$ cat config.mk
export PLATFORM = sky130hd
export DESIGN_NAME = path_command_interpreter_flat
export DESIGN_NICKNAME = d
export VERILOG_FILES = /design/src/hw/rtl/pci_pkg.sv /design/src/hw/rtl/pci_tok_if.sv /design/src/hw/rtl/pci_seg_if.sv /design/src/hw/rtl/path_command_interpreter.sv /design/src/flat_wrapper.sv
export SDC_FILE = /design/constraint.sdc
export NUM_CORES = 1
export LEC_CHECK = 0
export ABC_AREA = 1
export BUFFER_PORTS_ARGS = -buffer_cell sky130_fd_sc_hd__buf_2
export CORE_MARGIN = 5
export CORE_UTILIZATION = 25
export CTS_CLUSTER_DIAMETER = 100
export DETAILED_ROUTE_END_ITERATION = 8
export PLACE_DENSITY = 0.48
export SETUP_SLACK_MARGIN = 0.1
export SLEW_MARGIN = 20
export SYNTH_ARGS = -nofsm -noshare
export SYNTH_HDL_FRONTEND = slang
export SYNTH_SLANG_ARGS = --single-unit
$ cat constraint.sdc
create_clock -name clk -period 11.8 [get_ports clk]
set_input_delay 1.18 -clock clk [delete_from_list [all_inputs] [get_ports clk]]
set_output_delay 1.18 -clock clk [all_outputs]
set_load 0.01 [all_outputs]
$ cat src/hw/rtl/pci_pkg.sv
// ----------------------------------------------------------------------------
// Path command interpreter package
// Command letter codes, segment kinds and the small helpers shared by the
// token and segment interfaces and the interpreter itself.
// ----------------------------------------------------------------------------
package pci_pkg;

	localparam int unsigned CoordW  = 32;
	localparam int unsigned LetterW = 8;
	localparam int unsigned CountW  = 3;
	localparam int unsigned StoreN  = 5;

	localparam logic [LetterW-1:0] CMD_NONE = 8'h00;
	localparam logic [LetterW-1:0] CMD_M_ABS = 8'h4D;
	localparam logic [LetterW-1:0] CMD_M_REL = 8'h6D;
	localparam logic [LetterW-1:0] CMD_L_ABS = 8'h4C;
	localparam logic [LetterW-1:0] CMD_L_REL = 8'h6C;
	localparam logic [LetterW-1:0] CMD_H_ABS = 8'h48;
	localparam logic [LetterW-1:0] CMD_H_REL = 8'h68;
	localparam logic [LetterW-1:0] CMD_V_ABS = 8'h56;
	localparam logic [LetterW-1:0] CMD_V_REL = 8'h76;
	localparam logic [LetterW-1:0] CMD_C_ABS = 8'h43;
	localparam logic [LetterW-1:0] CMD_C_REL = 8'h63;
	localparam logic [LetterW-1:0] CMD_Z_ABS = 8'h5A;
	localparam logic [LetterW-1:0] CMD_Z_REL = 8'h7A;
	localparam logic [LetterW-1:0] CMD_LOW_A = 8'h61;
	localparam logic [LetterW-1:0] CMD_LOW_Z = 8'h7A;

	localparam logic TOK_LETTER = 1'b0;
	localparam logic TOK_NUMBER = 1'b1;

	typedef enum logic [1:0] {
		SEG_MOVE  = 2'd0,
		SEG_LINE  = 2'd1,
		SEG_CUBIC = 2'd2,
		SEG_CLOSE = 2'd3
	} seg_kind_t;

	typedef logic signed [CoordW-1:0] coord_t;

	// Number of operands a command letter takes; zero for Z and unknown codes.
	function automatic logic [CountW-1:0] ops_needed(input logic [LetterW-1:0] c);
		logic [CountW-1:0] n;
		case (c)
			CMD_M_ABS, CMD_M_REL, CMD_L_ABS, CMD_L_REL: n = 3'd2;
			CMD_H_ABS, CMD_H_REL, CMD_V_ABS, CMD_V_REL: n = 3'd1;
			CMD_C_ABS, CMD_C_REL:                       n = 3'd6;
			default:                                    n = 3'd0;
		endcase
		return n;
	endfunction

	// Signed add clamped to the 32-bit range.
	function automatic coord_t sat_add(input coord_t a, input coord_t b);
		logic signed [CoordW:0] s;
		coord_t r;
		s = {a[CoordW-1], a} + {b[CoordW-1], b};
		if (s[CoordW] != s[CoordW-1]) begin
			r = s[CoordW] ? {1'b1, {(CoordW-1){1'b0}}} : {1'b0, {(CoordW-1){1'b1}}};
		end else begin
			r = s[CoordW-1:0];
		end
		return r;
	endfunction

endpackage

$ cat src/hw/rtl/pci_tok_if.sv
// ----------------------------------------------------------------------------
// Path token channel
// Valid/ready channel carrying one path token word: a letter or a number.
// ----------------------------------------------------------------------------
interface pci_tok_if;
	logic                                   valid;
	logic                                   ready;
	logic                                   kind;
	logic [pci_pkg::LetterW-1:0]            letter;
	logic signed [pci_pkg::CoordW-1:0]      value;

	modport source (output valid, kind, letter, value, input ready);
	modport sink   (input valid, kind, letter, value, output ready);
endinterface

$ cat src/hw/rtl/pci_seg_if.sv
// ----------------------------------------------------------------------------
// Path segment channel
// Valid/ready channel carrying one segment word with its control points.
// ----------------------------------------------------------------------------
interface pci_seg_if;
	logic                              valid;
	logic                              ready;
	logic [1:0]                        seg_kind;
	logic signed [pci_pkg::CoordW-1:0] from_x;
	logic signed [pci_pkg::CoordW-1:0] from_y;
	logic signed [pci_pkg::CoordW-1:0] ctrl1_x;
	logic signed [pci_pkg::CoordW-1:0] ctrl1_y;
	logic signed [pci_pkg::CoordW-1:0] ctrl2_x;
	logic signed [pci_pkg::CoordW-1:0] ctrl2_y;
	logic signed [pci_pkg::CoordW-1:0] end_x;
	logic signed [pci_pkg::CoordW-1:0] end_y;

	modport source (output valid, seg_kind, from_x, from_y, ctrl1_x, ctrl1_y,
		ctrl2_x, ctrl2_y, end_x, end_y, input ready);
	modport sink   (input valid, seg_kind, from_x, from_y, ctrl1_x, ctrl1_y,
		ctrl2_x, ctrl2_y, end_x, end_y, output ready);
endinterface

$ cat src/hw/rtl/path_command_interpreter.sv
// ----------------------------------------------------------------------------
// Path command interpreter
// Turns a stream of path tokens (M L H V C Z, absolute or relative, and
// Q16.16 operands) into move, line, cubic and close segments.
// ----------------------------------------------------------------------------
//  Channel | Dir | Word                          | Handshake
//  tok     | in  | kind, letter, value           | valid/ready
//  seg     | out | seg_kind, from, ctrl1/2, end  | valid/ready
//
// Each token is captured in an input register and interpreted in the next
// cycle, so one token is taken per cycle unless an emitting token stalls.
// A segment is loaded into the output register when the token that completes
// it is processed out of the input register, and is offered downstream from
// there. The output register holds a segment until it is taken; a token that
// would emit stalls only while that register is full and not being drained.
// Reset clears the command, count, skip flag and current and start points;
// the operand buffer is not cleared.
module path_command_interpreter (
	input  logic         clk,
	input  logic         arst_n,
	pci_tok_if.sink      tok,
	pci_seg_if.source    seg
);

	// Input register.
	logic                              valid_s1;
	logic                              kind_s1;
	logic [pci_pkg::LetterW-1:0]       letter_s1;
	pci_pkg::coord_t                   value_s1;

	// Interpreter state.
	logic [pci_pkg::LetterW-1:0]       active_cmd_q;
	logic [pci_pkg::CountW-1:0]        op_cnt_q;
	pci_pkg::coord_t                   op_store_q [pci_pkg::StoreN];
	logic                              skip_q;
	pci_pkg::coord_t                   cur_x_q, cur_y_q, start_x_q, start_y_q;

	// Output register.
	logic                              seg_valid_q;
	pci_pkg::seg_kind_t                seg_kind_q;
	pci_pkg::coord_t                   from_x_q, from_y_q, end_x_q, end_y_q;
	pci_pkg::coord_t                   c1x_q, c1y_q, c2x_q, c2y_q;

	// Combinational interpretation of the token in the input register.
	logic                              emit;
	logic                              do_proc;
	logic                              wr_en;
	logic [pci_pkg::CountW-1:0]        need;
	logic [pci_pkg::CountW-1:0]        cnt_eff;
	logic                              rel;
	logic [pci_pkg::LetterW-1:0]       cmd_d;
	logic [pci_pkg::CountW-1:0]        cnt_d;
	logic                              skip_d;
	pci_pkg::coord_t                   cur_x_d, cur_y_d, start_x_d, start_y_d;
	pci_pkg::seg_kind_t                kind_d;
	pci_pkg::coord_t                   c1x_d, c1y_d, c2x_d, c2y_d, ex_d, ey_d;

	always_comb begin
		need      = pci_pkg::ops_needed(active_cmd_q);
		cnt_eff   = (op_cnt_q >= need) ? '0 : op_cnt_q;
		rel       = (active_cmd_q >= pci_pkg::CMD_LOW_A) &&
			(active_cmd_q <= pci_pkg::CMD_LOW_Z);
		emit      = 1'b0;
		wr_en     = 1'b0;
		cmd_d     = active_cmd_q;
		cnt_d     = op_cnt_q;
		skip_d    = skip_q;
		cur_x_d   = cur_x_q;
		cur_y_d   = cur_y_q;
		start_x_d = start_x_q;
		start_y_d = start_y_q;
		kind_d    = pci_pkg::SEG_LINE;
		c1x_d     = '0;
		c1y_d     = '0;
		c2x_d     = '0;
		c2y_d     = '0;
		ex_d      = cur_x_q;
		ey_d      = cur_y_q;

		if (skip_q) begin
			// The token after an unknown letter is swallowed.
			skip_d = 1'b0;
		end else if (kind_s1 == pci_pkg::TOK_LETTER) begin
			cmd_d = letter_s1;
			cnt_d = '0;
			if (letter_s1 == pci_pkg::CMD_Z_ABS || letter_s1 == pci_pkg::CMD_Z_REL) begin
				emit    = 1'b1;
				kind_d  = pci_pkg::SEG_CLOSE;
				ex_d    = start_x_q;
				ey_d    = start_y_q;
				cur_x_d = start_x_q;
				cur_y_d = start_y_q;
			end else if (pci_pkg::ops_needed(letter_s1) == '0) begin
				skip_d = 1'b1;
			end
		end else if (need != '0) begin
			if (cnt_eff + 3'd1 < need) begin
				wr_en = 1'b1;
				cnt_d = cnt_eff + 3'd1;
			end else begin
				emit  = 1'b1;
				cnt_d = '0;
				case (active_cmd_q)
					pci_pkg::CMD_M_ABS, pci_pkg::CMD_M_REL: begin
						kind_d    = pci_pkg::SEG_MOVE;
						ex_d      = rel ? pci_pkg::sat_add(cur_x_q, op_store_q[0]) : op_store_q[0];
						ey_d      = rel ? pci_pkg::sat_add(cur_y_q, value_s1) : value_s1;
						start_x_d = ex_d;
						start_y_d = ey_d;
						cmd_d     = rel ? pci_pkg::CMD_L_REL : pci_pkg::CMD_L_ABS;
					end
					pci_pkg::CMD_L_ABS, pci_pkg::CMD_L_REL: begin
						ex_d = rel ? pci_pkg::sat_add(cur_x_q, op_store_q[0]) : op_store_q[0];
						ey_d = rel ? pci_pkg::sat_add(cur_y_q, value_s1) : value_s1;
					end
					pci_pkg::CMD_H_ABS, pci_pkg::CMD_H_REL: begin
						ex_d = rel ? pci_pkg::sat_add(cur_x_q, value_s1) : value_s1;
					end
					pci_pkg::CMD_V_ABS, pci_pkg::CMD_V_REL: begin
						ey_d = rel ? pci_pkg::sat_add(cur_y_q, value_s1) : value_s1;
					end
					default: begin
						kind_d = pci_pkg::SEG_CUBIC;
						c1x_d  = rel ? pci_pkg::sat_add(cur_x_q, op_store_q[0]) : op_store_q[0];
						c1y_d  = rel ? pci_pkg::sat_add(cur_y_q, op_store_q[1]) : op_store_q[1];
						c2x_d  = rel ? pci_pkg::sat_add(cur_x_q, op_store_q[2]) : op_store_q[2];
						c2y_d  = rel ? pci_pkg::sat_add(cur_y_q, op_store_q[3]) : op_store_q[3];
						ex_d   = rel ? pci_pkg::sat_add(cur_x_q, op_store_q[4]) : op_store_q[4];
						ey_d   = rel ? pci_pkg::sat_add(cur_y_q, value_s1) : value_s1;
					end
				endcase
				cur_x_d = ex_d;
				cur_y_d = ey_d;
			end
		end
	end

	// A token that emits waits only for room in the output register.
	assign do_proc   = valid_s1 && (!emit || !seg_valid_q || seg.ready);
	assign tok.ready = !valid_s1 || do_proc;

	always_ff @(posedge clk or negedge arst_n) begin
		if (!arst_n) begin
			valid_s1 <= 1'b0;
		end else begin
			valid_s1 <= (tok.valid && tok.ready) || (valid_s1 && !do_proc);
		end
	end

	always_ff @(posedge clk) begin
		if (tok.valid && tok.ready) begin
			kind_s1   <= tok.kind;
			letter_s1 <= tok.letter;
			value_s1  <= tok.value;
		end
	end

	always_ff @(posedge clk or negedge arst_n) begin
		if (!arst_n) begin
			active_cmd_q <= pci_pkg::CMD_NONE;
			op_cnt_q     <= '0;
			skip_q       <= 1'b0;
			cur_x_q      <= '0;
			cur_y_q      <= '0;
			start_x_q    <= '0;
			start_y_q    <= '0;
		end else if (do_proc) begin
			active_cmd_q <= cmd_d;
			op_cnt_q     <= cnt_d;
			skip_q       <= skip_d;
			cur_x_q      <= cur_x_d;
			cur_y_q      <= cur_y_d;
			start_x_q    <= start_x_d;
			start_y_q    <= start_y_d;
		end
	end

	always_ff @(posedge clk) begin
		if (do_proc && wr_en) begin
			op_store_q[cnt_eff] <= value_s1;
		end
	end

	always_ff @(posedge clk or negedge arst_n) begin
		if (!arst_n) begin
			seg_valid_q <= 1'b0;
		end else if (do_proc && emit) begin
			seg_valid_q <= 1'b1;
		end else if (seg.ready) begin
			seg_valid_q <= 1'b0;
		end
	end

	always_ff @(posedge clk) begin
		if (do_proc && emit) begin
			seg_kind_q <= kind_d;
			from_x_q   <= cur_x_q;
			from_y_q   <= cur_y_q;
			c1x_q      <= c1x_d;
			c1y_q      <= c1y_d;
			c2x_q      <= c2x_d;
			c2y_q      <= c2y_d;
			end_x_q    <= ex_d;
			end_y_q    <= ey_d;
		end
	end

	assign seg.valid    = seg_valid_q;
	assign seg.seg_kind = seg_kind_q;
	assign seg.from_x   = from_x_q;
	assign seg.from_y   = from_y_q;
	assign seg.ctrl1_x  = c1x_q;
	assign seg.ctrl1_y  = c1y_q;
	assign seg.ctrl2_x  = c2x_q;
	assign seg.ctrl2_y  = c2y_q;
	assign seg.end_x    = end_x_q;
	assign seg.end_y    = end_y_q;

endmodule

$ cat src/flat_wrapper.sv
// flat-port wrapper written by rule: the top's interface ports become plain ports
module path_command_interpreter_flat 
  (clk, arst_n, tok_valid, tok_kind, tok_letter, tok_value, tok_ready, seg_valid, seg_seg_kind, seg_from_x, seg_from_y, seg_ctrl1_x, seg_ctrl1_y, seg_ctrl2_x, seg_ctrl2_y, seg_end_x, seg_end_y, seg_ready);
  pci_tok_if tok_i ();
  pci_seg_if seg_i ();
  input  logic clk;
  input  logic arst_n;
  input wire logic [$bits(tok_i.valid)-1:0] tok_valid;
  input wire logic [$bits(tok_i.kind)-1:0] tok_kind;
  input wire logic [$bits(tok_i.letter)-1:0] tok_letter;
  input wire logic [$bits(tok_i.value)-1:0] tok_value;
  output wire logic [$bits(tok_i.ready)-1:0] tok_ready;
  output wire logic [$bits(seg_i.valid)-1:0] seg_valid;
  output wire logic [$bits(seg_i.seg_kind)-1:0] seg_seg_kind;
  output wire logic [$bits(seg_i.from_x)-1:0] seg_from_x;
  output wire logic [$bits(seg_i.from_y)-1:0] seg_from_y;
  output wire logic [$bits(seg_i.ctrl1_x)-1:0] seg_ctrl1_x;
  output wire logic [$bits(seg_i.ctrl1_y)-1:0] seg_ctrl1_y;
  output wire logic [$bits(seg_i.ctrl2_x)-1:0] seg_ctrl2_x;
  output wire logic [$bits(seg_i.ctrl2_y)-1:0] seg_ctrl2_y;
  output wire logic [$bits(seg_i.end_x)-1:0] seg_end_x;
  output wire logic [$bits(seg_i.end_y)-1:0] seg_end_y;
  input wire logic [$bits(seg_i.ready)-1:0] seg_ready;
  assign tok_i.valid = tok_valid;
  assign tok_i.kind = tok_kind;
  assign tok_i.letter = tok_letter;
  assign tok_i.value = tok_value;
  assign tok_ready = tok_i.ready;
  assign seg_valid = seg_i.valid;
  assign seg_seg_kind = seg_i.seg_kind;
  assign seg_from_x = seg_i.from_x;
  assign seg_from_y = seg_i.from_y;
  assign seg_ctrl1_x = seg_i.ctrl1_x;
  assign seg_ctrl1_y = seg_i.ctrl1_y;
  assign seg_ctrl2_x = seg_i.ctrl2_x;
  assign seg_ctrl2_y = seg_i.ctrl2_y;
  assign seg_end_x = seg_i.end_x;
  assign seg_end_y = seg_i.end_y;
  assign seg_i.ready = seg_ready;
  path_command_interpreter u_core (.clk(clk), .arst_n(arst_n), .tok(tok_i), .seg(seg_i));
endmodule
==> results.ini <==
[power_and_ir_drop]
p_clk_share_pct = 19.2
ir_drop_uv = 149
p_leak_nw = 20.7
p_comb_share_pct = 52.8
switchingPower_mw = 6.13
power.density_nw_per_um2 = 262
p_int_mw = 6.09
seqPwrFrac_pct = 28.0
swShare_pct = 50.2

[critical_path]
arrival_ns = 7.87
r2r_cells = 27
crit_type = register to register
endpoint = u_core.seg.ctrl2_x[17]
start_kind = register
r2r-end = u_core.seg.ctrl2_x[17]
reg2reg_setup_slack_ns = 4.21
startpoint = u_core.active_cmd_q[7]
required_ns = 12.08
crit_path_end_kind = register
r2r_start = u_core.active_cmd_q[7]
crit_fanout = 73

[place]
dp_hpwl_um = 130000
place_area_sq_um = 44000
gp_congestion = 0.952
portBuffers = 304
dp.cells = 7337

[timing]
fmax_ghz = 0.132
finClkSkew_ns = 0.0647
rsz0062_at_grt = false
slew_headroom_pct = 29.2
setup_viol = 0
hold_viol = 0
finalSetupTns_ns = 0
drv_slew = 0
fin_crit_ns = 7.59
finalCritPeriodShare_pct = 64.3
whs_ns = 0.416
worstMarginPinSlew_ns = 1.06

[cells_and_area]
mostFrequentLayoutCells = 1574 x nand2_1, 459 x edfxtp_1, 455 x a21oi_1
multiInputGateArea_sq_um = 20300
nNetsFinal = 5611
fin_area_sq_um = 46500
final_util_pct = 29.1
synthToLayoutAreaGrowth_pct = 16.2
instances_no_fill = 7483
drive_gt1_share_pct = 10.8
seq_area_sq_um = 17300
fill_cells = 17300
final_common_cell = nand2_1

[synth]
synth_warnings = 0
synthFlopType = edfxtp_1
synthArstFlopShare_pct = 23.6
syn-num-nets = 5317
ys_ff_latch = 601
ys_seq_area_share_pct = 43.3
syn_avg_cell_area_sq_um = 7.96
synth_top_area_cell = edfxtp_1
synthCells = 5035
synth_edf_count = 459
yosysTopAreaCellShare_pct = 34.4
ys_types = 56
netlist_area_sq_um = 40100
synth_area_leaders = edfxtp_1 34%, nand2_1 15%, dfrtp_1 8.9%

[floorplanning]
core.rowCount = 147
boundaryPins = 305
core_sq_um = 160000
initial_utilization_pct = 25.0
die-area_sq_um = 168000
die_w_um = 410
die_h_um = 410

[clock_tree]
cts_setup_buffers = 0
cts_resized = 0
clockBufferDepth = 3
clock_latency_ns = 0.72
postCtsHoldBufs = 0
cts_buffers = 75
path_clk_slew_ns = 0.06
clock-sinks = 601
cts_tree = done
h-tree-depth = 3
cts_root_buf = clkbuf_16

[routing]
drc = 0
drt_wl_total_um = 177000
vias = 37100
wire_per_inst_um = 23.6
ant_nets = 0
vias_per_cell = 4.96
drt_iter0_drc = 3420
drtPass1Iterations = 6

[run_status]
status = finished, final reports clean

[global_routing]
grt_overflow = 0
grtUsageTotal_pct = 20.4
use_met3_pct = 3.08
antenna_found_initial = 34
top_usage_layer = met2
grt_pass1_wl_um = 252000
gr-usage-met2_pct = 32.5
grt_pass1_vias = 36100
gr-usage-met1_pct = 28.1
grt_max_degree = 74

[min_path]
hold_path.class = input port to async pin

[flow_run]
maxCapViolations = 0

cells in the mapped netlist, drive strengths merged (31+ instances only):
library cell,count
a21boi,68
a21oi,459
a221oi,65
buf,84
clkbuf,78
dfrtp,142
edfxtp,459
ha,230
inv,445
nand2,1583
nand3,287
nand4,31
nor2,365
nor3,49
o21ai,303
o21bai,39
or2,35
xnor2,61
xor2,117
power groups by stage:
stage          Combinational [mW]  Clock [mW]  Sequential (mW)
5_1_grt                      7.19        2.49             3.44
6_report                     6.45        2.34             3.43
4_1_cts                      6.41        2.42             3.41
2_1_floorplan                4.47           0             3.09
3_3_place_gp                 6.37           0             3.46
3_5_place_dp                 6.37           0             3.45
per-layer routing:
metal  share of wire [%]  up-vias
met5               0.037        -
met4                 3.8        8
met3                 6.5      244
met2                  45     1258
met1                  45    17900
li1                    -    17700
registers in the layout, indices dropped and copies added, names as in the netlist:
register,flops
u_core.seg.from_y,32
u_core.seg.valid,1
u_core.seg.from_x,32
u_core.seg.end_x,32
u_core.seg.ctrl1_x,32
u_core.value_s1,32
u_core.seg.ctrl2_y,32
u_core.start_y_q,32
u_core.op_store_q,160
u_core.seg.ctrl2_x,32
u_core.active_cmd_q,8
u_core.skip_q,1
u_core.letter_s1,8
u_core.start_x_q,32
u_core.cur_y_q,32
u_core.seg.end_y,32
u_core.valid_s1,1
u_core.cur_x_q,32
u_core.kind_s1,1
u_core.op_cnt_q,3
u_core.seg.ctrl1_y,32
u_core.seg.seg_kind,2
through the flow:
stage / power (mW) / setup WS, ns
2_1_floorplan: 7.56 / 2.43
3_3_place_gp: 9.83 / 4.13
3_5_place_dp: 9.82 / 4.18
4_1_cts: 12.2 / 4.12
5_1_grt: 13.1 / 3.49
6_report: 12.2 / 4.21
cells by family after synthesis:
family,after synthesis,synth area share (%)
and+or+nand+nor,2399,24.6
AOI/OAI and AO/OA,1013,14.5
adders and majority gates,237,7.53
buffers and inverters,607,6.21
xor gates and xnor gates,178,3.89
DFF,601,43.3
critical path: stages, from the launching register on:
cell and delay [ns]:
dfrtp_1 0.39, nor2_2 0.13, nand2_1 0.10, inv_2 0.08, nand2_1 0.05, nor2_1 0.24
nor2_4 0.07, inv_2 0.58, nor2_1 0.15, ha_1 0.32, o21a_1 0.11, o21ai_1 0.12
nand2_1 0.10, nor2_1 0.29, ha_1 0.22, xor2_1 0.22, ha_1 0.28, a21oi_1 0.15
nand2_1 0.09, nor2_2 0.28, nor3_4 0.11, nand2_1 0.12, nand2_2 0.04, buf_4 0.42
inv_2 0.66, nand2_1 0.33, inv_8 0.56, buf_4 0.82
how the worst min path moves through the flow:
stage / start / slack (ns) / cells after the start / end
floorplan: u_core.start_y_q[10] / 0.45 / 2 / u_core.start_y_q[10]
global placement: u_core.start_y_q[9] / 0.47 / 2 / u_core.start_y_q[9]
detailed placement: u_core.start_y_q[9] / 0.47 / 2 / u_core.start_y_q[9]
CTS: arst_n / 0.39 / 1 / u_core.cur_x_q[15]
global route: arst_n / 0.43 / 1 / u_core.start_x_q[14]
finish: arst_n / 0.42 / 1 / u_core.start_x_q[14]
cell type report:
type | instances | area share [%]
inverter | 445 | 3.62
clock inverter | 36 | 0.893
sequential | 601 | 37.3
tap | 2086 | 5.61
multi-input combinational | 3827 | 43.7
clock buffer | 102 | 4.38
timing repair buffer | 379 | 4.54
antenna | 7 | 0.0376
(Power assumes the default switching activity.)
